**config.mk**
```make
export PLATFORM = sky130hd
export DESIGN_NAME = usb_control_endpoint_responder
export DESIGN_NICKNAME = d
export VERILOG_FILES = /design/src/hw/rtl/ucer_pkg.sv /design/src/hw/rtl/ucer_sequencer.sv /design/src/hw/rtl/usb_control_endpoint_responder.sv
export SDC_FILE = /design/constraint.sdc
export NUM_CORES = 1
export LEC_CHECK = 0
export BUFFER_PORTS_ARGS = -buffer_cell sky130_fd_sc_hd__buf_4
export CORE_UTILIZATION = 50
export CTS_CLUSTER_DIAMETER = 50
export DETAILED_ROUTE_END_ITERATION = 8
export GPL_TIMING_DRIVEN = 1
export PLACE_DENSITY = 0.73
export REMOVE_ABC_BUFFERS = 1
export SLEW_MARGIN = 30
export SYNTH_ARGS = -nofsm -noshare
export SYNTH_HDL_FRONTEND = slang
export SYNTH_SLANG_ARGS = --single-unit
```
**constraint.sdc**
```tcl
create_clock -name clk -period 13.2 [get_ports clk]
set_input_delay 0 -clock clk [delete_from_list [all_inputs] [get_ports clk]]
set_output_delay 0 -clock clk [all_outputs]
set_load 0.01 [all_outputs]
```
**src/hw/rtl/ucer_pkg.sv**
```systemverilog
// ----------------------------------------------------------------------------
// ucer_pkg: shared definitions for the control endpoint responder
// Event, request and action codes, descriptor ROM contents, the micro-op and
// branch-condition codes, and the structs between sequencer and datapath.
// ----------------------------------------------------------------------------
package ucer_pkg;

	localparam int PACKET_BYTES_DEF = 8;

	// Descriptor sizes
	localparam int DEVDES_SIZE      = 18;
	localparam int CONFIG_DESC_SIZE = 66;
	localparam int MOUSE_SIZE       = 52;
	localparam int KBD_SIZE         = 63;

	// Endpoint event codes
	localparam logic [2:0] EV_SETUP  = 3'd0;
	localparam logic [2:0] EV_EP0_IN = 3'd1;
	localparam logic [2:0] EV_EP2_OUT = 3'd3;

	// Standard request codes and the setup packet length
	localparam logic [7:0] REQ_SET_ADDRESS = 8'h05;
	localparam logic [7:0] REQ_GET_DESC    = 8'h06;
	localparam logic [7:0] REQ_SET_CONFIG  = 8'h09;
	localparam logic [7:0] SETUP_BYTES     = 8'h08;

	// Descriptor types
	localparam logic [7:0] DTYPE_DEVICE = 8'h01;
	localparam logic [7:0] DTYPE_CONFIG = 8'h02;
	localparam logic [7:0] DTYPE_REPORT = 8'h22;

	// Descriptor selector codes
	localparam logic [2:0] DESC_NONE  = 3'd0;
	localparam logic [2:0] DESC_DEV   = 3'd1;
	localparam logic [2:0] DESC_CFG   = 3'd2;
	localparam logic [2:0] DESC_MOUSE = 3'd3;
	localparam logic [2:0] DESC_KBD   = 3'd4;

	typedef enum logic [2:0] {
		ACT_NONE  = 3'd0,
		ACT_BYTE  = 3'd1,
		ACT_ZLP   = 3'd2,
		ACT_STALL = 3'd3,
		ACT_ADDR  = 3'd4,
		ACT_LED   = 3'd5
	} action_t;

	// Micro-operations driving the datapath
	typedef enum logic [3:0] {
		OP_WAIT    = 4'd0,
		OP_NOP     = 4'd1,
		OP_SETPEND = 4'd2,
		OP_SELDESC = 4'd3,
		OP_CHUNK   = 4'd4,
		OP_EMITB   = 4'd5,
		OP_ZLP     = 4'd6,
		OP_STALL   = 4'd7,
		OP_SETADDR = 4'd8,
		OP_SETCFG  = 4'd9,
		OP_ADDR    = 4'd10,
		OP_LED     = 4'd11,
		OP_NONE    = 4'd12
	} op_t;

	// Branch conditions
	typedef enum logic [3:0] {
		C_ALWAYS  = 4'd0,
		C_ACC     = 4'd1,
		C_SETUP   = 4'd2,
		C_CNT8    = 4'd3,
		C_REQ_GD  = 4'd4,
		C_REQ_SA  = 4'd5,
		C_REQ_SC  = 4'd6,
		C_SEL_OK  = 4'd7,
		C_N_ZERO  = 4'd8,
		C_LAST_B  = 4'd9,
		C_EV_IN   = 4'd10,
		C_EV_EP2  = 4'd11,
		C_PEND_GD = 4'd12,
		C_PEND_SA = 4'd13
	} cond_t;

	typedef struct packed {
		op_t  op;
		logic hold;
	} ctrl_t;

	typedef struct packed {
		logic acc;
		logic setup;
		logic cnt8;
		logic req_gd;
		logic req_sa;
		logic req_sc;
		logic sel_ok;
		logic n_zero;
		logic last_b;
		logic ev_in;
		logic ev_ep2;
		logic pend_gd;
		logic pend_sa;
	} flags_t;

	localparam logic [7:0] DEV_ROM [DEVDES_SIZE] = '{
		8'h12, 8'h01, 8'h00, 8'h02, 8'h00, 8'h00, 8'h00, 8'h08, 8'h34, 8'h12,
		8'h78, 8'h56, 8'h01, 8'h00, 8'h00, 8'h00, 8'h00, 8'h01
	};

	localparam logic [7:0] MOUSE_ROM [MOUSE_SIZE] = '{
		8'h05, 8'h01, 8'h09, 8'h02, 8'hA1, 8'h01, 8'h09, 8'h01, 8'hA1, 8'h00,
		8'h05, 8'h09, 8'h19, 8'h01, 8'h29, 8'h05, 8'h15, 8'h00, 8'h25, 8'h01,
		8'h95, 8'h05, 8'h75, 8'h01, 8'h81, 8'h02, 8'h95, 8'h01, 8'h75, 8'h03,
		8'h81, 8'h01, 8'h05, 8'h01, 8'h09, 8'h30, 8'h09, 8'h31, 8'h09, 8'h38,
		8'h15, 8'h81, 8'h25, 8'h7F, 8'h75, 8'h08, 8'h95, 8'h03, 8'h81, 8'h06,
		8'hC0, 8'hC0
	};

	localparam logic [7:0] KBD_ROM [KBD_SIZE] = '{
		8'h05, 8'h01, 8'h09, 8'h06, 8'hA1, 8'h01, 8'h05, 8'h07, 8'h19, 8'hE0,
		8'h29, 8'hE7, 8'h15, 8'h00, 8'h25, 8'h01, 8'h75, 8'h01, 8'h95, 8'h08,
		8'h81, 8'h02, 8'h95, 8'h01, 8'h75, 8'h08, 8'h81, 8'h01, 8'h95, 8'h05,
		8'h75, 8'h01, 8'h05, 8'h08, 8'h19, 8'h01, 8'h29, 8'h05, 8'h91, 8'h02,
		8'h95, 8'h01, 8'h75, 8'h03, 8'h91, 8'h01, 8'h95, 8'h06, 8'h75, 8'h08,
		8'h15, 8'h00, 8'h25, 8'h65, 8'h05, 8'h07, 8'h19, 8'h00, 8'h29, 8'h65,
		8'h81, 8'h00, 8'hC0
	};

	localparam logic [7:0] CFG_ROM [CONFIG_DESC_SIZE] = '{
		8'h09, 8'h02, 8'h42, 8'h00, 8'h02, 8'h01, 8'h00, 8'hE0, 8'hFA,
		8'h09, 8'h04, 8'h00, 8'h00, 8'h01, 8'h03, 8'h01, 8'h02, 8'h00,
		8'h09, 8'h21, 8'h00, 8'h01, 8'h00, 8'h01, 8'h22, 8'h34, 8'h00,
		8'h07, 8'h05, 8'h81, 8'h03, 8'h04, 8'h00, 8'h06,
		8'h09, 8'h04, 8'h01, 8'h00, 8'h02, 8'h03, 8'h01, 8'h01, 8'h00,
		8'h09, 8'h21, 8'h00, 8'h01, 8'h00, 8'h01, 8'h22, 8'h3F, 8'h00,
		8'h07, 8'h05, 8'h82, 8'h03, 8'h08, 8'h00, 8'h06,
		8'h07, 8'h05, 8'h02, 8'h03, 8'h01, 8'h00, 8'h00
	};

	// Look up one byte of the selected descriptor; out of range reads zero
	function automatic logic [7:0] rom_byte(input logic [2:0] sel, input logic [6:0] pos);
		logic [7:0] b;
		b = 8'h00;
		priority if (sel == DESC_DEV && pos < 7'(DEVDES_SIZE)) begin
			b = DEV_ROM[pos[4:0]];
		end else if (sel == DESC_CFG && pos < 7'(CONFIG_DESC_SIZE)) begin
			b = CFG_ROM[pos];
		end else if (sel == DESC_MOUSE && pos < 7'(MOUSE_SIZE)) begin
			b = MOUSE_ROM[pos[5:0]];
		end else if (sel == DESC_KBD && pos < 7'(KBD_SIZE)) begin
			b = KBD_ROM[pos[5:0]];
		end else begin
			b = 8'h00;
		end
		return b;
	endfunction

endpackage

```
**src/hw/rtl/ucer_sequencer.sv**
```systemverilog
// ----------------------------------------------------------------------------
// ucer_sequencer: microprogram store and step counter
// Holds the control program, issues one micro-op per step and takes a
// two-way branch on a selected condition flag once the step completes.
// ----------------------------------------------------------------------------
module ucer_sequencer (
	input  logic            clk,
	input  logic            arst_n,
	input  logic            hold,
	input  ucer_pkg::flags_t flags,
	output ucer_pkg::op_t   op
);

	typedef logic [4:0] step_t;

	typedef struct packed {
		ucer_pkg::op_t   op;
		ucer_pkg::cond_t cond;
		step_t           jt;
		step_t           jf;
	} uword_t;

	// Program entry points
	localparam step_t P_WAIT  = 5'd0;
	localparam step_t P_EV    = 5'd1;
	localparam step_t P_CNT   = 5'd2;
	localparam step_t P_PEND  = 5'd3;
	localparam step_t P_RSA   = 5'd4;
	localparam step_t P_RSC   = 5'd5;
	localparam step_t P_SEL   = 5'd6;
	localparam step_t P_CHUNK = 5'd7;
	localparam step_t P_BYTE  = 5'd8;
	localparam step_t P_ZLP   = 5'd9;
	localparam step_t P_STALL = 5'd10;
	localparam step_t P_SA    = 5'd11;
	localparam step_t P_SC    = 5'd12;
	localparam step_t P_OTHER = 5'd13;
	localparam step_t P_EP2   = 5'd14;
	localparam step_t P_IN    = 5'd15;
	localparam step_t P_INSA  = 5'd16;
	localparam step_t P_ADDR  = 5'd17;
	localparam step_t P_LED   = 5'd18;
	localparam step_t P_NONE  = 5'd19;

	function automatic uword_t ucode(input step_t pc);
		uword_t w;
		w = '{ucer_pkg::OP_WAIT, ucer_pkg::C_ACC, P_EV, P_WAIT};
		unique case (pc)
			P_WAIT:  w = '{ucer_pkg::OP_WAIT,    ucer_pkg::C_ACC,     P_EV,    P_WAIT};
			P_EV:    w = '{ucer_pkg::OP_NOP,     ucer_pkg::C_SETUP,   P_CNT,   P_OTHER};
			P_CNT:   w = '{ucer_pkg::OP_NOP,     ucer_pkg::C_CNT8,    P_PEND,  P_STALL};
			P_PEND:  w = '{ucer_pkg::OP_SETPEND, ucer_pkg::C_REQ_GD,  P_SEL,   P_RSA};
			P_RSA:   w = '{ucer_pkg::OP_NOP,     ucer_pkg::C_REQ_SA,  P_SA,    P_RSC};
			P_RSC:   w = '{ucer_pkg::OP_NOP,     ucer_pkg::C_REQ_SC,  P_SC,    P_STALL};
			P_SEL:   w = '{ucer_pkg::OP_SELDESC, ucer_pkg::C_SEL_OK,  P_CHUNK, P_STALL};
			P_CHUNK: w = '{ucer_pkg::OP_CHUNK,   ucer_pkg::C_N_ZERO,  P_ZLP,   P_BYTE};
			P_BYTE:  w = '{ucer_pkg::OP_EMITB,   ucer_pkg::C_LAST_B,  P_WAIT,  P_BYTE};
			P_ZLP:   w = '{ucer_pkg::OP_ZLP,     ucer_pkg::C_ALWAYS,  P_WAIT,  P_WAIT};
			P_STALL: w = '{ucer_pkg::OP_STALL,   ucer_pkg::C_ALWAYS,  P_WAIT,  P_WAIT};
			P_SA:    w = '{ucer_pkg::OP_SETADDR, ucer_pkg::C_ALWAYS,  P_WAIT,  P_WAIT};
			P_SC:    w = '{ucer_pkg::OP_SETCFG,  ucer_pkg::C_ALWAYS,  P_WAIT,  P_WAIT};
			P_OTHER: w = '{ucer_pkg::OP_NOP,     ucer_pkg::C_EV_IN,   P_IN,    P_EP2};
			P_EP2:   w = '{ucer_pkg::OP_NOP,     ucer_pkg::C_EV_EP2,  P_LED,   P_NONE};
			P_IN:    w = '{ucer_pkg::OP_NOP,     ucer_pkg::C_PEND_GD, P_CHUNK, P_INSA};
			P_INSA:  w = '{ucer_pkg::OP_NOP,     ucer_pkg::C_PEND_SA, P_ADDR,  P_NONE};
			P_ADDR:  w = '{ucer_pkg::OP_ADDR,    ucer_pkg::C_ALWAYS,  P_WAIT,  P_WAIT};
			P_LED:   w = '{ucer_pkg::OP_LED,     ucer_pkg::C_ALWAYS,  P_WAIT,  P_WAIT};
			P_NONE:  w = '{ucer_pkg::OP_NONE,    ucer_pkg::C_ALWAYS,  P_WAIT,  P_WAIT};
			default: w = '{ucer_pkg::OP_WAIT,    ucer_pkg::C_ACC,     P_EV,    P_WAIT};
		endcase
		return w;
	endfunction

	step_t  pc_q;
	uword_t uw;
	logic   taken;

	assign uw = ucode(pc_q);
	assign op = uw.op;

	// Select the branch condition
	always_comb begin
		unique case (uw.cond)
			ucer_pkg::C_ALWAYS:  taken = 1'b1;
			ucer_pkg::C_ACC:     taken = flags.acc;
			ucer_pkg::C_SETUP:   taken = flags.setup;
			ucer_pkg::C_CNT8:    taken = flags.cnt8;
			ucer_pkg::C_REQ_GD:  taken = flags.req_gd;
			ucer_pkg::C_REQ_SA:  taken = flags.req_sa;
			ucer_pkg::C_REQ_SC:  taken = flags.req_sc;
			ucer_pkg::C_SEL_OK:  taken = flags.sel_ok;
			ucer_pkg::C_N_ZERO:  taken = flags.n_zero;
			ucer_pkg::C_LAST_B:  taken = flags.last_b;
			ucer_pkg::C_EV_IN:   taken = flags.ev_in;
			ucer_pkg::C_EV_EP2:  taken = flags.ev_ep2;
			ucer_pkg::C_PEND_GD: taken = flags.pend_gd;
			ucer_pkg::C_PEND_SA: taken = flags.pend_sa;
			default:             taken = 1'b0;
		endcase
	end

	// Advance the step counter unless the datapath holds the step
	always_ff @(posedge clk or negedge arst_n) begin
		if (!arst_n) begin
			pc_q <= P_WAIT;
		end else if (!hold) begin
			pc_q <= taken ? uw.jt : uw.jf;
		end
	end

endmodule

```
**src/hw/rtl/usb_control_endpoint_responder.sv**
```systemverilog
// ----------------------------------------------------------------------------
// usb_control_endpoint_responder: EP0 / EP2 event responder for a HID device
// Microcoded control over a small datapath: decodes setup requests, serves
// four ROM descriptors in packet-sized chunks, applies addresses and LEDs.
// ----------------------------------------------------------------------------
//  channel  | handshake            | payload
//  ---------+----------------------+-----------------------------------------
//  input    | in_valid / in_ready  | req_type, setup_count, request_code,
//           |                      | value_low/high, index_low, length_low,
//           |                      | led_report
//  output   | out_valid / out_ready| action, data_byte, packet_length,
//           |                      | configured, last_result
//
// One event at a time: in_ready is high only in the wait step of the program.
// A descriptor chunk is decoded in the event, count, pending, select and chunk
// steps on setup, or in the event, other, IN and chunk steps on EP0 IN, then
// sent at one byte per cycle unless held by the output register. Results
// leave through one output register; the program holds its step while that
// register is full and not taken. Other events give a single result.
// Reset clears the step counter, endpoint and descriptor state; no clearing pass.
// ----------------------------------------------------------------------------
module usb_control_endpoint_responder #(
	parameter int PACKET_BYTES = ucer_pkg::PACKET_BYTES_DEF,
	localparam int PLEN_W = $clog2(PACKET_BYTES + 1)
) (
	input  logic              clk,
	input  logic              arst_n,
	input  logic              in_valid,
	output logic              in_ready,
	input  logic [2:0]        req_type,
	input  logic [7:0]        setup_count,
	input  logic [7:0]        request_code,
	input  logic [7:0]        value_low,
	input  logic [7:0]        value_high,
	input  logic [7:0]        index_low,
	input  logic [7:0]        length_low,
	input  logic [7:0]        led_report,
	output logic              out_valid,
	input  logic              out_ready,
	output logic [2:0]        action,
	output logic [7:0]        data_byte,
	output logic [PLEN_W-1:0] packet_length,
	output logic              configured,
	output logic              last_result
);

	ucer_pkg::op_t    op;
	ucer_pkg::flags_t flags;
	ucer_pkg::ctrl_t  ctrl;

	// Latched event fields
	logic [2:0] ev_q;
	logic [7:0] cnt_in_q, req_q, vlo_q, vhi_q, ilo_q, llo_q, led_q;

	// Endpoint state
	logic [7:0]        pend_q;
	logic [2:0]        sel_q;
	logic [6:0]        len_q;
	logic [6:0]        sent_q;
	logic [7:0]        addr_q;
	logic              configured_q;
	logic [PLEN_W-1:0] plen_q;
	logic [PLEN_W-1:0] left_q;

	// Output register
	logic                out_valid_q;
	ucer_pkg::action_t   out_action_q;
	logic [7:0]          out_data_q;
	logic [PLEN_W-1:0]   out_plen_q;
	logic                out_cfg_q;
	logic                out_last_q;

	logic accept, is_emit, out_free, emit_fire;
	ucer_pkg::action_t emit_action;
	logic [7:0]        emit_data;
	logic [PLEN_W-1:0] emit_plen;
	logic              emit_last;
	logic              emit_cfg;
	logic [2:0]        sel_new;
	logic [6:0]        len_new;
	logic [6:0]        remain;
	logic [PLEN_W-1:0] chunk_n;

	ucer_sequencer u_seq (
		.clk    (clk),
		.arst_n (arst_n),
		.hold   (ctrl.hold),
		.flags  (flags),
		.op     (op)
	);

	assign in_ready = (op == ucer_pkg::OP_WAIT);
	assign accept   = in_valid && in_ready;

	// Decide which steps produce a result and whether they can go now
	assign is_emit   = (op == ucer_pkg::OP_EMITB)   || (op == ucer_pkg::OP_ZLP)  ||
	                   (op == ucer_pkg::OP_STALL)   || (op == ucer_pkg::OP_SETADDR) ||
	                   (op == ucer_pkg::OP_SETCFG)  || (op == ucer_pkg::OP_ADDR) ||
	                   (op == ucer_pkg::OP_LED)     || (op == ucer_pkg::OP_NONE);
	assign out_free  = !out_valid_q || out_ready;
	assign emit_fire = is_emit && out_free;
	assign ctrl.op   = op;
	assign ctrl.hold = is_emit && !out_free;

	// Descriptor selection from the latched setup fields
	always_comb begin
		sel_new = ucer_pkg::DESC_NONE;
		len_new = 7'd0;
		priority if (vhi_q == ucer_pkg::DTYPE_DEVICE) begin
			sel_new = ucer_pkg::DESC_DEV;
			len_new = 7'(ucer_pkg::DEVDES_SIZE);
		end else if (vhi_q == ucer_pkg::DTYPE_CONFIG) begin
			sel_new = ucer_pkg::DESC_CFG;
			len_new = (llo_q < 8'(ucer_pkg::CONFIG_DESC_SIZE)) ? llo_q[6:0]
			                                                    : 7'(ucer_pkg::CONFIG_DESC_SIZE);
		end else if (vhi_q == ucer_pkg::DTYPE_REPORT && ilo_q == 8'd0) begin
			sel_new = ucer_pkg::DESC_MOUSE;
			len_new = 7'(ucer_pkg::MOUSE_SIZE);
		end else if (vhi_q == ucer_pkg::DTYPE_REPORT && ilo_q == 8'd1) begin
			sel_new = ucer_pkg::DESC_KBD;
			len_new = 7'(ucer_pkg::KBD_SIZE);
		end else begin
			sel_new = ucer_pkg::DESC_NONE;
			len_new = 7'd0;
		end
	end

	// Size the next chunk: min(remaining, packet size)
	always_comb begin
		remain = (len_q > sent_q) ? (len_q - sent_q) : 7'd0;
		if ({1'b0, remain} > 8'(PACKET_BYTES)) begin
			chunk_n = PLEN_W'(PACKET_BYTES);
		end else begin
			chunk_n = PLEN_W'(remain);
		end
	end

	// Branch flags for the sequencer
	always_comb begin
		flags.acc     = accept;
		flags.setup   = (ev_q == ucer_pkg::EV_SETUP);
		flags.cnt8    = (cnt_in_q == ucer_pkg::SETUP_BYTES);
		flags.req_gd  = (req_q == ucer_pkg::REQ_GET_DESC);
		flags.req_sa  = (req_q == ucer_pkg::REQ_SET_ADDRESS);
		flags.req_sc  = (req_q == ucer_pkg::REQ_SET_CONFIG);
		flags.sel_ok  = (sel_new != ucer_pkg::DESC_NONE);
		flags.n_zero  = (chunk_n == '0);
		flags.last_b  = (left_q == PLEN_W'(1));
		flags.ev_in   = (ev_q == ucer_pkg::EV_EP0_IN);
		flags.ev_ep2  = (ev_q == ucer_pkg::EV_EP2_OUT);
		flags.pend_gd = (pend_q == ucer_pkg::REQ_GET_DESC) &&
		                (sel_q != ucer_pkg::DESC_NONE) && (sel_q <= ucer_pkg::DESC_KBD);
		flags.pend_sa = (pend_q == ucer_pkg::REQ_SET_ADDRESS);
	end

	// Build the result for the current emit step
	always_comb begin
		emit_action = ucer_pkg::ACT_NONE;
		emit_data   = 8'd0;
		emit_plen   = '0;
		emit_last   = 1'b1;
		emit_cfg    = configured_q;
		unique case (op)
			ucer_pkg::OP_EMITB: begin
				emit_action = ucer_pkg::ACT_BYTE;
				emit_data   = ucer_pkg::rom_byte(sel_q, sent_q);
				emit_plen   = plen_q;
				emit_last   = (left_q == PLEN_W'(1));
			end
			ucer_pkg::OP_ZLP, ucer_pkg::OP_SETADDR: begin
				emit_action = ucer_pkg::ACT_ZLP;
			end
			ucer_pkg::OP_SETCFG: begin
				emit_action = ucer_pkg::ACT_ZLP;
				emit_cfg    = 1'b1;
			end
			ucer_pkg::OP_STALL: begin
				emit_action = ucer_pkg::ACT_STALL;
			end
			ucer_pkg::OP_ADDR: begin
				emit_action = ucer_pkg::ACT_ADDR;
				emit_data   = addr_q;
			end
			ucer_pkg::OP_LED: begin
				emit_action = ucer_pkg::ACT_LED;
				emit_data   = {7'd0, led_q[0]};
			end
			default: begin
				emit_action = ucer_pkg::ACT_NONE;
			end
		endcase
	end

	// Capture the event fields on accept
	always_ff @(posedge clk) begin
		if (accept) begin
			ev_q     <= req_type;
			cnt_in_q <= setup_count;
			req_q    <= request_code;
			vlo_q    <= value_low;
			vhi_q    <= value_high;
			ilo_q    <= index_low;
			llo_q    <= length_low;
			led_q    <= led_report;
		end
	end

	// Endpoint state updates, one micro-op per cycle unless an emit step is held
	always_ff @(posedge clk or negedge arst_n) begin
		if (!arst_n) begin
			pend_q       <= 8'd0;
			sel_q        <= ucer_pkg::DESC_NONE;
			len_q        <= 7'd0;
			sent_q       <= 7'd0;
			addr_q       <= 8'd0;
			configured_q <= 1'b0;
			plen_q       <= '0;
			left_q       <= '0;
		end else begin
			unique case (op)
				ucer_pkg::OP_SETPEND: pend_q <= req_q;
				ucer_pkg::OP_SELDESC: begin
					sel_q  <= sel_new;
					len_q  <= len_new;
					sent_q <= 7'd0;
				end
				ucer_pkg::OP_CHUNK: begin
					plen_q <= chunk_n;
					left_q <= chunk_n;
				end
				ucer_pkg::OP_EMITB: begin
					if (emit_fire) begin
						sent_q <= sent_q + 7'd1;
						left_q <= left_q - PLEN_W'(1);
					end
				end
				ucer_pkg::OP_SETADDR: begin
					if (emit_fire) addr_q <= vlo_q;
				end
				ucer_pkg::OP_SETCFG: begin
					if (emit_fire) configured_q <= 1'b1;
				end
				default: begin
				end
			endcase
		end
	end

	// Output register: load on emit, drop when taken
	always_ff @(posedge clk or negedge arst_n) begin
		if (!arst_n) begin
			out_valid_q <= 1'b0;
		end else if (emit_fire) begin
			out_valid_q <= 1'b1;
		end else if (out_ready) begin
			out_valid_q <= 1'b0;
		end
	end

	always_ff @(posedge clk) begin
		if (emit_fire) begin
			out_action_q <= emit_action;
			out_data_q   <= emit_data;
			out_plen_q   <= emit_plen;
			out_cfg_q    <= emit_cfg;
			out_last_q   <= emit_last;
		end
	end

	assign out_valid     = out_valid_q;
	assign action        = out_action_q;
	assign data_byte     = out_data_q;
	assign packet_length = out_plen_q;
	assign configured    = out_cfg_q;
	assign last_result   = out_last_q;

	// A descriptor byte is only sent from inside the selected length
	a_byte_in_range: assert property (@(posedge clk) disable iff (!arst_n)
		(emit_fire && op == ucer_pkg::OP_EMITB) |-> (sent_q < len_q && left_q != '0))
		else $error("descriptor byte sent past its length");

	// After the last result of an event the program returns to the wait step
	a_last_returns: assert property (@(posedge clk) disable iff (!arst_n)
		(emit_fire && emit_last) |=> in_ready)
		else $error("sequencer did not return to wait after last result");

	// A result in flight is never dropped by a stalled emit step
	a_hold_keeps: assert property (@(posedge clk) disable iff (!arst_n)
		ctrl.hold |-> (out_valid_q && !out_ready))
		else $error("emit held with output register free");

	// Chunk length never exceeds the packet size
	a_chunk_size: assert property (@(posedge clk) disable iff (!arst_n)
		(plen_q <= PLEN_W'(PACKET_BYTES)) && (left_q <= plen_q))
		else $error("chunk counter out of range");

endmodule
```
# Word-level counts from Yosys, hierarchy flattened
# Memory sizes are Yosys's and may differ from the RTL's.
# Cells that the tools add are included.
[classes] muxes=33 reduce_logical=36 addsub=3 order_cmp=11 eq_ne=42 bitwise_logic=3
[ops] cell="8-bit 2-to-1 mux" count=12
[ops] cell="4-bit equality test, second input constant" count=11
[ops] cell="7-bit 2-to-1 mux" count=5
[ops] cell="4-bit by 3-bit equality test with 1-bit output, second input constant" count=8
[ops] cell="8-bit by 3-bit equality test with 1-bit output, second input constant" count=4
[ops] cell="8-bit case mux with 3 select lines" count=1
[ops] cell="4-bit by 2-bit equality test with 1-bit output, second input constant" count=4
[ops] cell="8-bit by 1-bit equality test with 1-bit output, second input constant" count=2
[ops] cell="8-bit by 4-bit equality test with 1-bit output, second input constant" count=2
[ops] cell="3-bit case mux with 5 select lines" count=1
[ops] cell="7-bit by 6-bit less-than comparator with 1-bit output, second input constant" count=2
[ops] cell="1-bit case mux with 14 select lines" count=1
[ops] cell="7-bit case mux with 2 select lines" count=1
[ops] cell="4-bit logical NOT" count=3
[ops] cell="3-bit 2-to-1 mux" count=4
[ops] cell="6-bit 2-to-1 mux" count=2
[ops] cell="1-bit logical AND" count=11
[ops] cell="3-bit by 2-bit equality test with 1-bit output, second input constant" count=3
[ops] cell="4-bit by 1-bit equality test with 1-bit output, second input constant" count=2
[ops] cell="8-bit by 2-bit equality test with 1-bit output, second input constant" count=1
[ops] cell="8-bit by 6-bit equality test with 1-bit output, second input constant" count=1
[ops] cell="8-bit greater-or-equal comparator, second input constant" count=1
[ops] cell="8-bit logical NOT" count=1
[ops] cell="1-bit logical OR" count=8
[ops] cell="27 further kinds" count=37
[word_totals] rom_bits=2880 word_cells=156 register_bits=117 memories=5
[mem_list] memory="(name not given)" words=128 word_bits=8 read_ports=1 rd_ports_with_merged_regs=0 write_ports=0 line="ucer_pkg.sv:146" rtl="b = CFG_ROM[pos];"
[mem_list] memory="(name not given)" words=32 word_bits=18 read_ports=1 rd_ports_with_merged_regs=0 write_ports=0 line="ucer_sequencer.sv:48" rtl="unique case (pc)"
[mem_list] memory="(name not given)" words=64 word_bits=8 read_ports=1 rd_ports_with_merged_regs=0 write_ports=0 line="ucer_pkg.sv:150" rtl="b = KBD_ROM[pos[5:0]];"
[mem_list] memory="(name not given)" words=64 word_bits=8 read_ports=1 rd_ports_with_merged_regs=0 write_ports=0 line="ucer_pkg.sv:148" rtl="b = MOUSE_ROM[pos[5:0]];"
[mem_list] memory="(name not given)" words=32 word_bits=8 read_ports=1 rd_ports_with_merged_regs=0 write_ports=0 line="ucer_pkg.sv:144" rtl="b = DEV_ROM[pos[4:0]];"

# Longest topological paths before layout
# Gate-level depths: netlist of run 1.
# An unclocked memory read counts as a cell.
[depth] depth_word=12 mapped_depth=13 depth_no_buf=11

# Hierarchy
# From an unflattened synthesis of run 1, not the netlist that was laid out.
[hier_totals] cells_unflattened=801 hier_area_um2=7681.1
[by_module_without_submodules] mod="usb_control_endpoint_responder" area_each_um2=6662.6 cells_per_inst=668 n_inst=1 seq_area_each_um2=3148.0
[by_module_without_submodules] mod="ucer_sequencer" area_each_um2=1018.5 cells_per_inst=133 n_inst=1 seq_area_each_um2=125.1

# Worst setup path before layout of run 1
# No wires, ideal clock.
[synth_path] kind="flip-flop to flip-flop" startpoint="reg u_seq.pc_q[0]" endpoint="reg cnt_in_q[0] (enable)" slack_ns=7.363 path_stages_with_launch=7 path_buffers=0 synth_period_minus_slack_ns=5.837 arrival_time_ns=5.312 t_required_ns=12.674 path_cell_list="dfrtp_1 inv_1 ha_1 mux2i_1 o221ai_2 or3_1 nor3_1"
[synth_between] elab_chain_cells=3
[synth_rtl] element="start, declared" line="ucer_sequencer.sv:74" rtl="step_t pc_q;"
[synth_rtl] element="start signal, assigned" line="ucer_sequencer.sv:107" rtl="pc_q <= taken ? uw.jt : uw.jf;"
[synth_rtl] element="memory read 32 x 18 bit"
[synth_rtl] element="4-bit logical NOT" line="usb_control_endpoint_responder.sv:92" rtl="assign in_ready = (op == ucer_pkg::OP_WAIT);"
[synth_rtl] element="1-bit logical AND" line="usb_control_endpoint_responder.sv:93" rtl="assign accept = in_valid && in_ready;"
[synth_rtl] element="via accept" line="usb_control_endpoint_responder.sv:73" rtl="logic accept, is_emit, out_free, emit_fire;"
[synth_rtl] element="end signal, assigned" line="usb_control_endpoint_responder.sv:198" rtl="cnt_in_q <= setup_count;"
[synth_rtl] element="end, declared" line="usb_control_endpoint_responder.sv:53" rtl="logic [7:0] cnt_in_q, req_q, vlo_q, vhi_q, ilo_q, llo_q, led_q;"
# The timed path passes the listed nets, and every way through them passes these cells.
# A chain may end at the register's enable or synchronous reset.

# Worst setup path after layout of run 1
[layout_path] startpoint="reg sent_q[4]" endpoint="reg u_seq.pc_q[0]"
[layout_between] elab_chain_cells=7 elab_cells_between_ends=8 classes_between="1 x add/sub; 2 x order compare; 4 x mux; 1 x reduce/logical"
[layout_rtl] element="start, declared" line="usb_control_endpoint_responder.sv:59" rtl="logic [6:0] sent_q;"
[layout_rtl] element="start signal, assigned" line="usb_control_endpoint_responder.sv:233" rtl="sent_q <= sent_q + 7'd1;"
[layout_rtl] element="7-bit subtractor / 7-bit > comparator (equally long branches)" line="usb_control_endpoint_responder.sv:130" rtl="remain = (len_q > sent_q) ? (len_q - sent_q) : 7'd0;"
[layout_rtl] element="7-bit 2-to-1 mux (*)" line="usb_control_endpoint_responder.sv:130"
[layout_rtl] element="7-bit by 4-bit > comparator with 1-bit output" line="usb_control_endpoint_responder.sv:131" rtl="if ({1'b0, remain} > 8'(PACKET_BYTES)) begin"
[layout_rtl] element="4-bit 2-to-1 mux (*)" line="usb_control_endpoint_responder.sv:131"
[layout_rtl] element="4-bit logical NOT (*)" line="usb_control_endpoint_responder.sv:147" rtl="flags.n_zero = (chunk_n == '0);"
[layout_rtl] element="1-bit case mux with 14 select lines (*)" line="ucer_sequencer.sv:83" rtl="unique case (uw.cond)"
[layout_rtl] element="5-bit 2-to-1 mux (*)" line="ucer_sequencer.sv:107"
# Mark *: on every way between the ends. The rest lies on a longest branch, timed or not.

==> results.yml, run 1 <==
floorplanning:
  dieArea_um2: 15800
  start_util: 0.519
  row_count: 44
  coreArea_um2: 14800
  die-width_um: 126
  die_h_um: 126
  io-pin-count: 82
drt:
  vias: 7016
  drt_wl_total_mm: 21.1
  post-route-drc-count: 0
  via_per_inst: 6.18
  first_pass_iters: 5
  drtAntennaViolNets: 0
  route.detailed.wl_per_inst_um: 18.6
  drt_iter0_drc: 953
grt:
  grt_pass1_wl_mm: 33.9
  grt_overflow: 0
  antenna_found_initial: 0
  grt_pass1_vias: 6624
  gr-usage-all-layers: 0.270
  grt_max_degree: 69
sta:
  setup_tns_ns: 0
  hold_slack_ns: 0.105
  slew_viol_final: 0
  finalHoldViolations: 0
  relSlewSlack: 0.340
  setup_ws_ns: 9.24
  finalSetupViolCount: 0
  finClkSkew_ns: 0.0114
  fin_crit_sh: 0.300
  period_needed_ns: 3.96
  max_clock_freq_ghz: 0.253
  rsz0062_at_grt: "false"
  worstMarginPinSlew_ns: 0.991
setup_path:
  cp_max_fo: 62
  critPathMaxStageDelay_ns: 0.56
  critical_path.cell_chain: "buf_4 > inv_1 > ha_1 > a21oi_1 > nand2_1 > o21a_1 > o31ai_1 > a21oi_1 > or3b_2 > and2_4 > a221oi_2"
  rr_worst_depth: 11
  cp_slowest_cell: "or3b_2"
  crit_arrival_ns: 4.27
  cpMostUsedCell: "a21oi_1"
  r2r_slack_ns: 9.24
  worstReg2RegStart: "sent_q[4]$_DFFE_PN0P_"
  cp.required_ns: 13.51
  crit_path_start_kind: "flop"
  endpoint_kind: "flop"
  worstSetupPathType: "flop to flop"
  r2r-end: "u_seq.pc_q[0]$_DFFE_PN0N_"
clocking:
  cts.clk_slew.worst_paths_ns: 0.06
  worstSkewPairLatency_ns: 0.41
  htreeDepth: 4
  cts_num_sinks: 117
  clockBufferDepth: 2
  cts_root_buf: "clkbuf_16"
  cts_made_buffers: 17
  post_cts_resize_count: 0
  cts_tree: "done"
final_layout:
  n_antenna_cell: 0
  final_common_cell: "nand2_1"
  layout.cells.non_filler: 1135
  fin_util: 0.643
  drive_gt1_frac: 0.169
  fill_cells: 1194
  final_cell_mix: "92 x nand2_1, 81 x buf_4, 77 x nor2_1"
  nets: 1028
  areaGrowthSynthToFinish_pct: 23.9
synth:
  ys_seq_area_frac: 0.427
  synth_simple_gate_area_frac: 0.217
  synthDistinctLibCells: 90
  synth_top_family_by_area: "compound AO/OA/AOI/OAI gates"
  yosysWarnings: 0
  yosys.area_share.xor_xnor: 0.0124
  synth_edf_count: 69
  synth_mux_area_frac: 0.0345
  synthArstFlopShare: 0.410
  synth_compound_area_frac: 0.225
  syn-cell-area_um2: 7660
  ys_ff_latch: 117
  synth.avg_cell_area_um2: 9.21
  synth_fa_ha_area_frac: 0.0451
  syn_inst: 832
  ys_dominant_reg_cell: "edfxtp_1"
placement:
  gp_congestion: 0.965
  dp_slack_ns: 9.33
  dp_cells: 1049
  hpwl_mm: 13.5
  port_buffers: 74
run:
  cap_violations: 0
worst_hold_path:
  hold_depth: 3
  hp-start: "in_valid"
  min_to: "vlo_q[3]$_DFFE_PP_"
  hp-class: "input pin to flop"
outcome:
  outcome: "finished clean"
power:
  p_leak_nw: 3.68
  vdd_drop_max_uv: 149
  power_density_nw_per_um2: 229
[Yosys cell counts, types with 4 or more instances]
cell	instances	area share
a221oi_1	6	0.0069
mux2_2	17	0.025
a31oi_1	8	0.0065
nor3_1	24	0.016
buf_2	6	0.0039
nor2b_1	17	0.014
nand2_1	92	0.045
nand3_1	20	0.013
o31ai_1	7	0.0069
a21oi_1	70	0.046
o221ai_1	5	0.0057
nand4_1	6	0.0049
mux2i_1	5	0.0065
nor2_1	77	0.038
o21ai_1	4	0.0026
o22ai_1	8	0.0065
or3_1	9	0.0073
a211oi_1	9	0.0088
and2_1	7	0.0057
or2_2	5	0.0041
o21a_1	6	0.0059
a22o_1	4	0.0046
xnor2_1	7	0.0080
ha_1	26	0.042
o211ai_1	14	0.014
nor3b_1	5	0.0049
nand2b_1	20	0.016
a21o_1	5	0.0049
nor4_1	5	0.0041
and3_1	5	0.0041
clkbuf_1	38	0.019
a22oi_1	4	0.0039
o21ai_0	57	0.037
inv_1	25	0.012
edfxtp_1	69	0.27
dfrtp_1	48	0.16
[logic make-up after synthesis]
family                   after synthesis
AND/OR/NAND/NOR                      322
flip-flops                           117
buffers and inverters                 75
XOR/XNOR                              10
multiplexers                          23
adder cells (fa/ha/maj)               27
AO/OA/AOI/OAI                        258
[what timing repair did]
item,4_1_cts,5_1_grt
hold endpoints to repair,101,0
hold buffers,54,0
buffers inserted,0,0
[final cells by class]
| cell class | instances | area [um^2] | share of cell area |
|---|---|---|---|
| Clock inverter | 13 | 198 | 0.0208 |
| Multi-Input combinational cell | 640 | 4100 | 0.432 |
| Tap cell | 184 | 230 | 0.0243 |
| Sequential cell | 117 | 3270 | 0.345 |
| Inverter | 27 | 101 | 0.0107 |
| Clock buffer | 19 | 443 | 0.0467 |
| Timing Repair Buffer | 135 | 1150 | 0.121 |
[routing by layer]
layer	GRT usage	vias to the layer above	part of all wire
li1	-	3322	-
met1	0.372	3300	0.44
met2	0.426	358	0.46
met3	0.0531	36	0.082
met4	0.0964	0	0.022
met5	0	-	0
[report_power, final]
part	internal, mW	switching, mW	leakage [nW]
sequential	0.557	0.0910	1.26
clock	0.324	0.169	0.308
combinational	0.401	0.630	2.11
total	1.28	0.890	3.68
[state kept, by name, summed over array words and instances (netlist names), 5 cells and up]
register    count
len_q           7
u_seq.pc_q      5
llo_q           8
req_q           8
addr_q          8
pend_q          8
ilo_q           8
vhi_q           8
sent_q          7
cnt_in_q        8
data_byte       8
vlo_q           8
[critical path, delay by kind of cell (launching register included)]
kind / cells / cell delay [ns]
buffers and inverters: 2 / 0.90
flip-flops: 1 / 0.32
AND/OR/NAND/NOR: 3 / 0.87
adder cells (fa/ha/maj): 1 / 0.48
AO/OA/AOI/OAI: 5 / 1.27
[worst max path at each step]
stage,end,cells after the start,startpoint
2_1_floorplan,cnt_in_q[0]$_DFFE_PP_,6,u_seq.pc_q[0]$_DFFE_PN0N_
3_3_place_gp,llo_q[0]$_DFFE_PP_,5,u_seq.pc_q[2]$_DFFE_PN0N_
3_5_place_dp,llo_q[0]$_DFFE_PP_,5,u_seq.pc_q[2]$_DFFE_PN0N_
4_1_cts,u_seq.pc_q[0]$_DFFE_PN0N_,11,sent_q[4]$_DFFE_PN0P_
5_1_grt,u_seq.pc_q[0]$_DFFE_PN0N_,11,sent_q[4]$_DFFE_PN0P_
6_report,u_seq.pc_q[0]$_DFFE_PN0N_,11,sent_q[4]$_DFFE_PN0P_
[through the flow]
stage | cell area, um^2 | power (mW)
final | 9490 | 2.17
after global routing | 9490 | 2.31
after CTS | 9480 | 2.16
after detailed placement | 8300 | 1.65
after global placement | 8300 | 1.63
after floorplan | 7460 | 1.35
No activity file was read; power rests on OpenSTA's default activity.
==> inputs of run 2 (changes only) <==
--- a/config.mk
+++ b/config.mk
@@ -5,6 +5,7 @@
 export SDC_FILE = /design/constraint.sdc
 export NUM_CORES = 1
 export LEC_CHECK = 0
+export ABC_AREA = 1
 export BUFFER_PORTS_ARGS = -buffer_cell sky130_fd_sc_hd__buf_4
 export CORE_UTILIZATION = 50
 export CTS_CLUSTER_DIAMETER = 50
==> constraint.sdc (replaced) <==
create_clock -name clk -period 3.91 [get_ports clk]
set_input_delay 0 -clock clk [delete_from_list [all_inputs] [get_ports clk]]
set_output_delay 0 -clock clk [all_outputs]
set_load 0.01 [all_outputs]
==> run 2 against run 1 <==
Routed wire length up 11%. Worst hold slack better by 0.057 ns. Critical path depth rose by 1. Combinational power rose to 4.0 times the previous value. Sequential power grew to 3.4 times the previous value. Utilization rose by 0.78 points. Non-clock buffer count grew 17. Via count up 5.3%. Clock skew down 0.0028 ns. Critical path type unchanged.
==> results.yml, run 2 <==
outcome:
  outcome: "finished clean"
synth:
  synth.avg_cell_area_um2: 7.85
  ys_dominant_reg_cell: "edfxtp_1"
  ys_seq_area_frac: 0.440
  synthTopCellsByCount: "219 x nand2_1, 112 x inv_1, 111 x nor2_1"
  synth_top_area_share: 0.278
  synth_area_leaders: "edfxtp_1 28%, dfrtp_1 16%, nand2_1 11%, inv_1 5.6%, nor2_1 5.6%"
  yosysWarnings: 0
  ys_ff_latch: 117
  synthDistinctLibCells: 57
  syn-cell-area_um2: 7440
  yosys.area.top_type: "edfxtp_1"
  synthArstFlopShare: 0.410
  synthMostInstantiatedCell: "nand2_1"
  synth_edf_count: 69
  syn_inst: 948
floorplanning:
  die_h_um: 124
  die-width_um: 124
  io-pin-count: 82
  dieArea_um2: 15400
  coreArea_um2: 14500
  row_count: 44
  start_util: 0.512
sta:
  relSlewSlack: 0.539
  finalHoldViolations: 0
  fin_crit_sh: 0.780
  finalSetupViolCount: 0
  rsz0062_at_grt: "false"
  period_needed_ns: 3.05
  finClkSkew_ns: 0.00858
  slew_viol_final: 0
  max_clock_freq_ghz: 0.328
  setup_tns_ns: 0
  worstMarginPinSlew_ns: 0.691
final_layout:
  drive_gt1_frac: 0.154
  nets: 1184
  final_common_cell: "nand2_1"
  final_cell_mix: "219 x nand2_1, 111 x inv_1, 111 x nor2_1"
  areaGrowthSynthToFinish_pct: 27.1
  regArea_um2: 3270
  multi_input_area_um2: 3590
  final_cell_area_um2: 9460
  fill_cells: 1207
  n_antenna_cell: 0
power:
  p_leak_nw: 4.35
  power_density_nw_per_um2: 841
  vdd_drop_max_uv: 497
grt:
  antenna_found_initial: 0
  grt_overflow: 0
  grt_pass1_wl_mm: 36.9
  grt_pass1_vias: 7120
  grt_max_degree: 49
  gr-usage-all-layers: 0.325
setup_path:
  cp.required_ns: 3.95
  endpoint_kind: "flop"
  crit_path_start_kind: "flop"
  crit_arrival_ns: 3.09
  worstReg2RegStart: "u_seq.pc_q[0]$_DFFE_PN0N_"
  worstSetupPathType: "flop to flop"
  cp_max_fo: 17
  critical_path.startpoint: "u_seq.pc_q[0]$_DFFE_PN0N_"
clocking:
  cts.clk_slew.worst_paths_ns: 0.06
  post_cts_resize_count: 0
  cts_made_buffers: 17
  worstSkewPairLatency_ns: 0.41
  cts_tree: "done"
  clockBufferDepth: 2
  cts_root_buf: "clkbuf_16"
  cts_num_sinks: 117
  htreeDepth: 4
drt:
  vias: 7385
  post-route-drc-count: 0
  drt_wl_total_mm: 23.4
  drt_iter0_drc: 803
  route.detailed.wl_per_inst_um: 18.1
  via_per_inst: 5.72
  first_pass_iters: 6
  drtAntennaViolNets: 0
worst_hold_path:
  hp-class: "input pin to async pin"
placement:
  port_buffers: 74
  gp_congestion: 1.05
  placedInstanceArea_um2: 8300
  hpwl_mm: 16.2
run:
  cap_violations: 0
==> run 2: area by class of cell <==
type,instances,share of cell area
multi-input combinational,683,0.379
sequential,117,0.346
timing repair buffer,152,0.136
inverter,123,0.0488
clock buffer,17,0.0450
tap,184,0.0243
clock inverter,15,0.0205
==> run 2: worst max-delay path: stages (launching register included) <==
cell     delay (ns)
dfrtp_1        0.43
inv_1          0.18
ha_1           0.42
inv_1          0.06
nor2_1         0.14
nand3_1        0.09
nand2_1        0.18
inv_2          0.09
nand2_2        0.11
nand2_1        0.09
xor2_2         0.21
nand2_1        0.13
inv_1          0.53
==> run 2: cell families (layout without fill, tap and decap cells) <==
group	after synthesis	in the layout	synth area share
AND/OR/NAND/NOR	456	456	0.263
multiplexers	10	10	0.0151
flip-flops	117	117	0.440
buffers and inverters	148	307	0.0785
AO/OA/AOI/OAI	181	181	0.145
adder cells (fa/ha/maj)	27	27	0.0464
XOR/XNOR	9	9	0.0116
==> run 2: timing repair <==
| item | CTS | global route |
|---|---|---|
| hold endpoints to repair | 101 | 0 |
| hold buffers | 54 | 0 |
| setup endpoints to repair | 0 | 0 |
| buffers inserted | 0 | 0 |
==> run 2: per-stage QoR <==
| stage | total power [mW] | setup slack, ns | util | hold slack, ns | instances |
|---|---|---|---|---|---|
| floorplan | 4.96 | 0.930 | - | -0.296 | 923 |
| global placement | 6.17 | 0.985 | 0.571 | 0.0652 | 1205 |
| detailed placement | 6.20 | 0.924 | 0.571 | 0.0674 | 1205 |
| CTS | 7.89 | 0.909 | 0.651 | 0.174 | 1291 |
| global route | 8.56 | 0.530 | 0.651 | 0.241 | 1291 |
| finish | 7.96 | 0.861 | 0.651 | 0.162 | 1291 |
==> run 2: per-layer routing <==
layer  routed length, um  global-route usage  share of wire  vias to the layer above
met4                 889               0.148          0.038                        0
met1                9310               0.403           0.40                     3430
li1                    -                   -              -                     3501
met2               11400               0.546           0.49                      379
met5                   0                   0              0                        -
met3                1750              0.0609          0.075                       75
==> run 2: worst paths after layout <==
check                                                 end  slack, ns  cells after the start
max                        packet_length[0]$_SDFFCE_PN0P_       0.86                     12
min                                 addr_q[5]$_DFFE_PN0P_       0.16                      2
max reg2reg                packet_length[0]$_SDFFCE_PN0P_       0.86                     12
min reg2reg                         addr_q[4]$_DFFE_PN0P_       0.48                      1
max in group asynchronous            len_q[0]$_DFFE_PN0P_       3.29                      2
min in group clk                       req_q[2]$_DFFE_PP_       0.27                      3
==> run 2: report_power, final <==
group	switching, mW	total [mW]	internal [mW]
logic	2.80	4.15	1.35
clock network	0.607	1.63	1.02
registers	0.288	2.18	1.89
==> inputs of run 3 (changes only) <==
==> constraint.sdc (replaced) <==
create_clock -name clk -period 3 [get_ports clk]
set_input_delay 0 -clock clk [delete_from_list [all_inputs] [get_ports clk]]
set_output_delay 0 -clock clk [all_outputs]
set_load 0.01 [all_outputs]
==> run 3 against run 2 <==
Die area stayed put. Sequential cell count stayed put. Final cell count is 1.5% higher. First-iteration DRC count is 4.2% higher. Count of clock-buffer cells in the layout is 1 higher. Non-clock buffer count is 20 higher. Total power is 32% higher. Global-route usage is 0.83 points lower. Sequential power is 28% higher. Critical endpoint is now packet_length[3]$_SDFFCE_PN0P_. Design area is 1.1% higher.
==> results.yml, run 3 (synthesis results as in run 2) <==
outcome:
  outcome: "finished clean"
setup_path:
  path_buf_inv: 5
  cp_slowest_cell: "dfrtp_1"
  critPathMaxStageDelay_ns: 0.41
  r2r_slack_ns: 0.24
  r2r-end: "packet_length[3]$_SDFFCE_PN0P_"
  critical_path.cell_chain: "inv_1 > ha_1 > inv_1 > nor2_1 > nand3_1 > nand2_1 > inv_2 > nand2_2 > nand2_1 > xor2_2 > nand2_1 > inv_1 > buf_12"
  worstReg2RegStart: "u_seq.pc_q[0]$_DFFE_PN0N_"
  cp.required_ns: 3.12
  crit_path_start_kind: "flop"
  cp_max_fo: 14
  worstSetupPathType: "flop to flop"
  crit_arrival_ns: 2.88
  rr_worst_depth: 13
  endpoint_kind: "flop"
  cp_top_family: "simple AND/OR/NAND/NOR gates"
  cp.depth: 13
sta:
  slew_viol_final: 0
  period_needed_ns: 2.76
  fin_crit_sh: 0.919
  finalHoldViolations: 0
  finalSetupViolCount: 0
  max_clock_freq_ghz: 0.363
  setup_tns_ns: 0
  finClkSkew_ns: 0.00843
  relSlewSlack: 0.556
  rsz0062_at_grt: "false"
  worstMarginPinSlew_ns: 0.666
  hold_slack_ns: 0.171
final_layout:
  layout.cells.non_filler: 1311
  final_cell_area_um2: 9570
  fill_cells: 1227
  multi_input_area_um2: 3590
  final_cell_mix: "219 x nand2_1, 116 x buf_4, 111 x inv_1, 111 x nor2_1"
  nets: 1204
  n_antenna_cell: 0
  fin_util: 0.658
  areaGrowthSynthToFinish_pct: 28.5
  drive_gt1_frac: 0.165
  regArea_um2: 3270
  final_common_cell: "nand2_1"
power:
  comb_power_share: 0.550
  p_int_mw: 5.71
  power_density_nw_per_um2: 1100
  seqPwrFrac: 0.265
  pwr-share-clk: 0.185
  vdd_drop_max_uv: 868
  p_leak_nw: 4.42
  switching_share: 0.458
  p_sw_mw: 4.83
drt:
  post-route-drc-count: 0
  drt_iter0_drc: 837
  first_pass_iters: 6
  route.detailed.wl_per_inst_um: 17.5
  vias: 7452
  drt_wl_total_mm: 23.0
  drtAntennaViolNets: 0
  via_per_inst: 5.68
clocking:
  cts_tree: "done"
  clockBufferDepth: 2
  cts.clk_slew.worst_paths_ns: 0.06
  htreeDepth: 4
  postCtsSetupRepairBufs: 0
  worstSkewPairLatency_ns: 0.42
  cts_num_sinks: 117
  cts_root_buf: "clkbuf_16"
  cts_made_buffers: 17
grt:
  grt_overflow: 0
  grt_pass1_vias: 7148
  antenna_found_initial: 0
  gr-usage-all-layers: 0.316
  grt_pass1_wl_mm: 36.1
  grt_max_degree: 49
floorplanning:
  row_count: 44
  io-pin-count: 82
  die-width_um: 124
  coreArea_um2: 14500
  die_h_um: 124
  start_util: 0.512
  dieArea_um2: 15400
placement:
  gp_congestion: 0.985
  hpwl_mm: 15.9
  placedInstanceArea_um2: 8460
  dp_cells: 1225
  port_buffers: 74
run:
  cap_violations: 0
worst_hold_path:
  hp-class: "input pin to async pin"
==> run 3: power by group through the flow <==
stage	clock [mW]	combinational (mW)	sequential, mW
3_5_place_dp	0	5.59	2.80
5_1_grt	2.05	6.40	2.86
2_1_floorplan	0	3.60	2.85
4_1_cts	1.96	5.69	2.78
6_report	1.95	5.80	2.80
3_3_place_gp	0	5.56	2.79
==> run 3: through the flow <==
stage,setup WS [ns],power (mW)
floorplan,0.0197,6.46
global placement,0.367,8.35
detailed placement,0.337,8.39
CTS,0.249,10.4
global route,0.0480,11.3
finish,0.242,10.5
==> run 3: repair_timing <==
action                                 in CTS  in global routing
endpoints found under the hold margin     101                  0
resized for setup                           0                  0
hold buffers                               54                  0
==> run 3: final cells by class <==
class	count	share of cell area
Multi-Input combinational cell	683	0.375
Sequential cell	117	0.342
Timing Repair Buffer	172	0.152
Inverter	123	0.0483
Clock buffer	18	0.0449
Tap cell	184	0.0241
Clock inverter	14	0.0141
==> run 3: worst max-delay path by stage <==
| stage | from | slack (ns) | end |
|---|---|---|---|
| after floorplan | sent_q[2]$_DFFE_PN0P_ | 0.02 | u_seq.pc_q[1]$_DFFE_PN0N_ |
| after global placement | u_seq.pc_q[0]$_DFFE_PN0N_ | 0.37 | data_byte[6]$_DFFE_PP_ |
| after detailed placement | u_seq.pc_q[0]$_DFFE_PN0N_ | 0.34 | data_byte[2]$_DFFE_PP_ |
| after CTS | u_seq.pc_q[0]$_DFFE_PN0N_ | 0.25 | configured$_SDFFCE_PP1P_ |
| after global routing | u_seq.pc_q[0]$_DFFE_PN0N_ | 0.05 | packet_length[3]$_SDFFCE_PN0P_ |
| final | u_seq.pc_q[0]$_DFFE_PN0N_ | 0.24 | packet_length[3]$_SDFFCE_PN0P_ |
==> run 3: layer usage <==
layer / wire [um] / vias to the layer above / part of all wire / global-route usage
met3: 1910 / 65 / 0.083 / 0.0646
met1: 9170 / 3405 / 0.40 / 0.395
met4: 735 / 0 / 0.032 / 0.129
li1: - / 3544 / - / -
met5: 0 / - / 0 / 0
met2: 11200 / 438 / 0.49 / 0.533
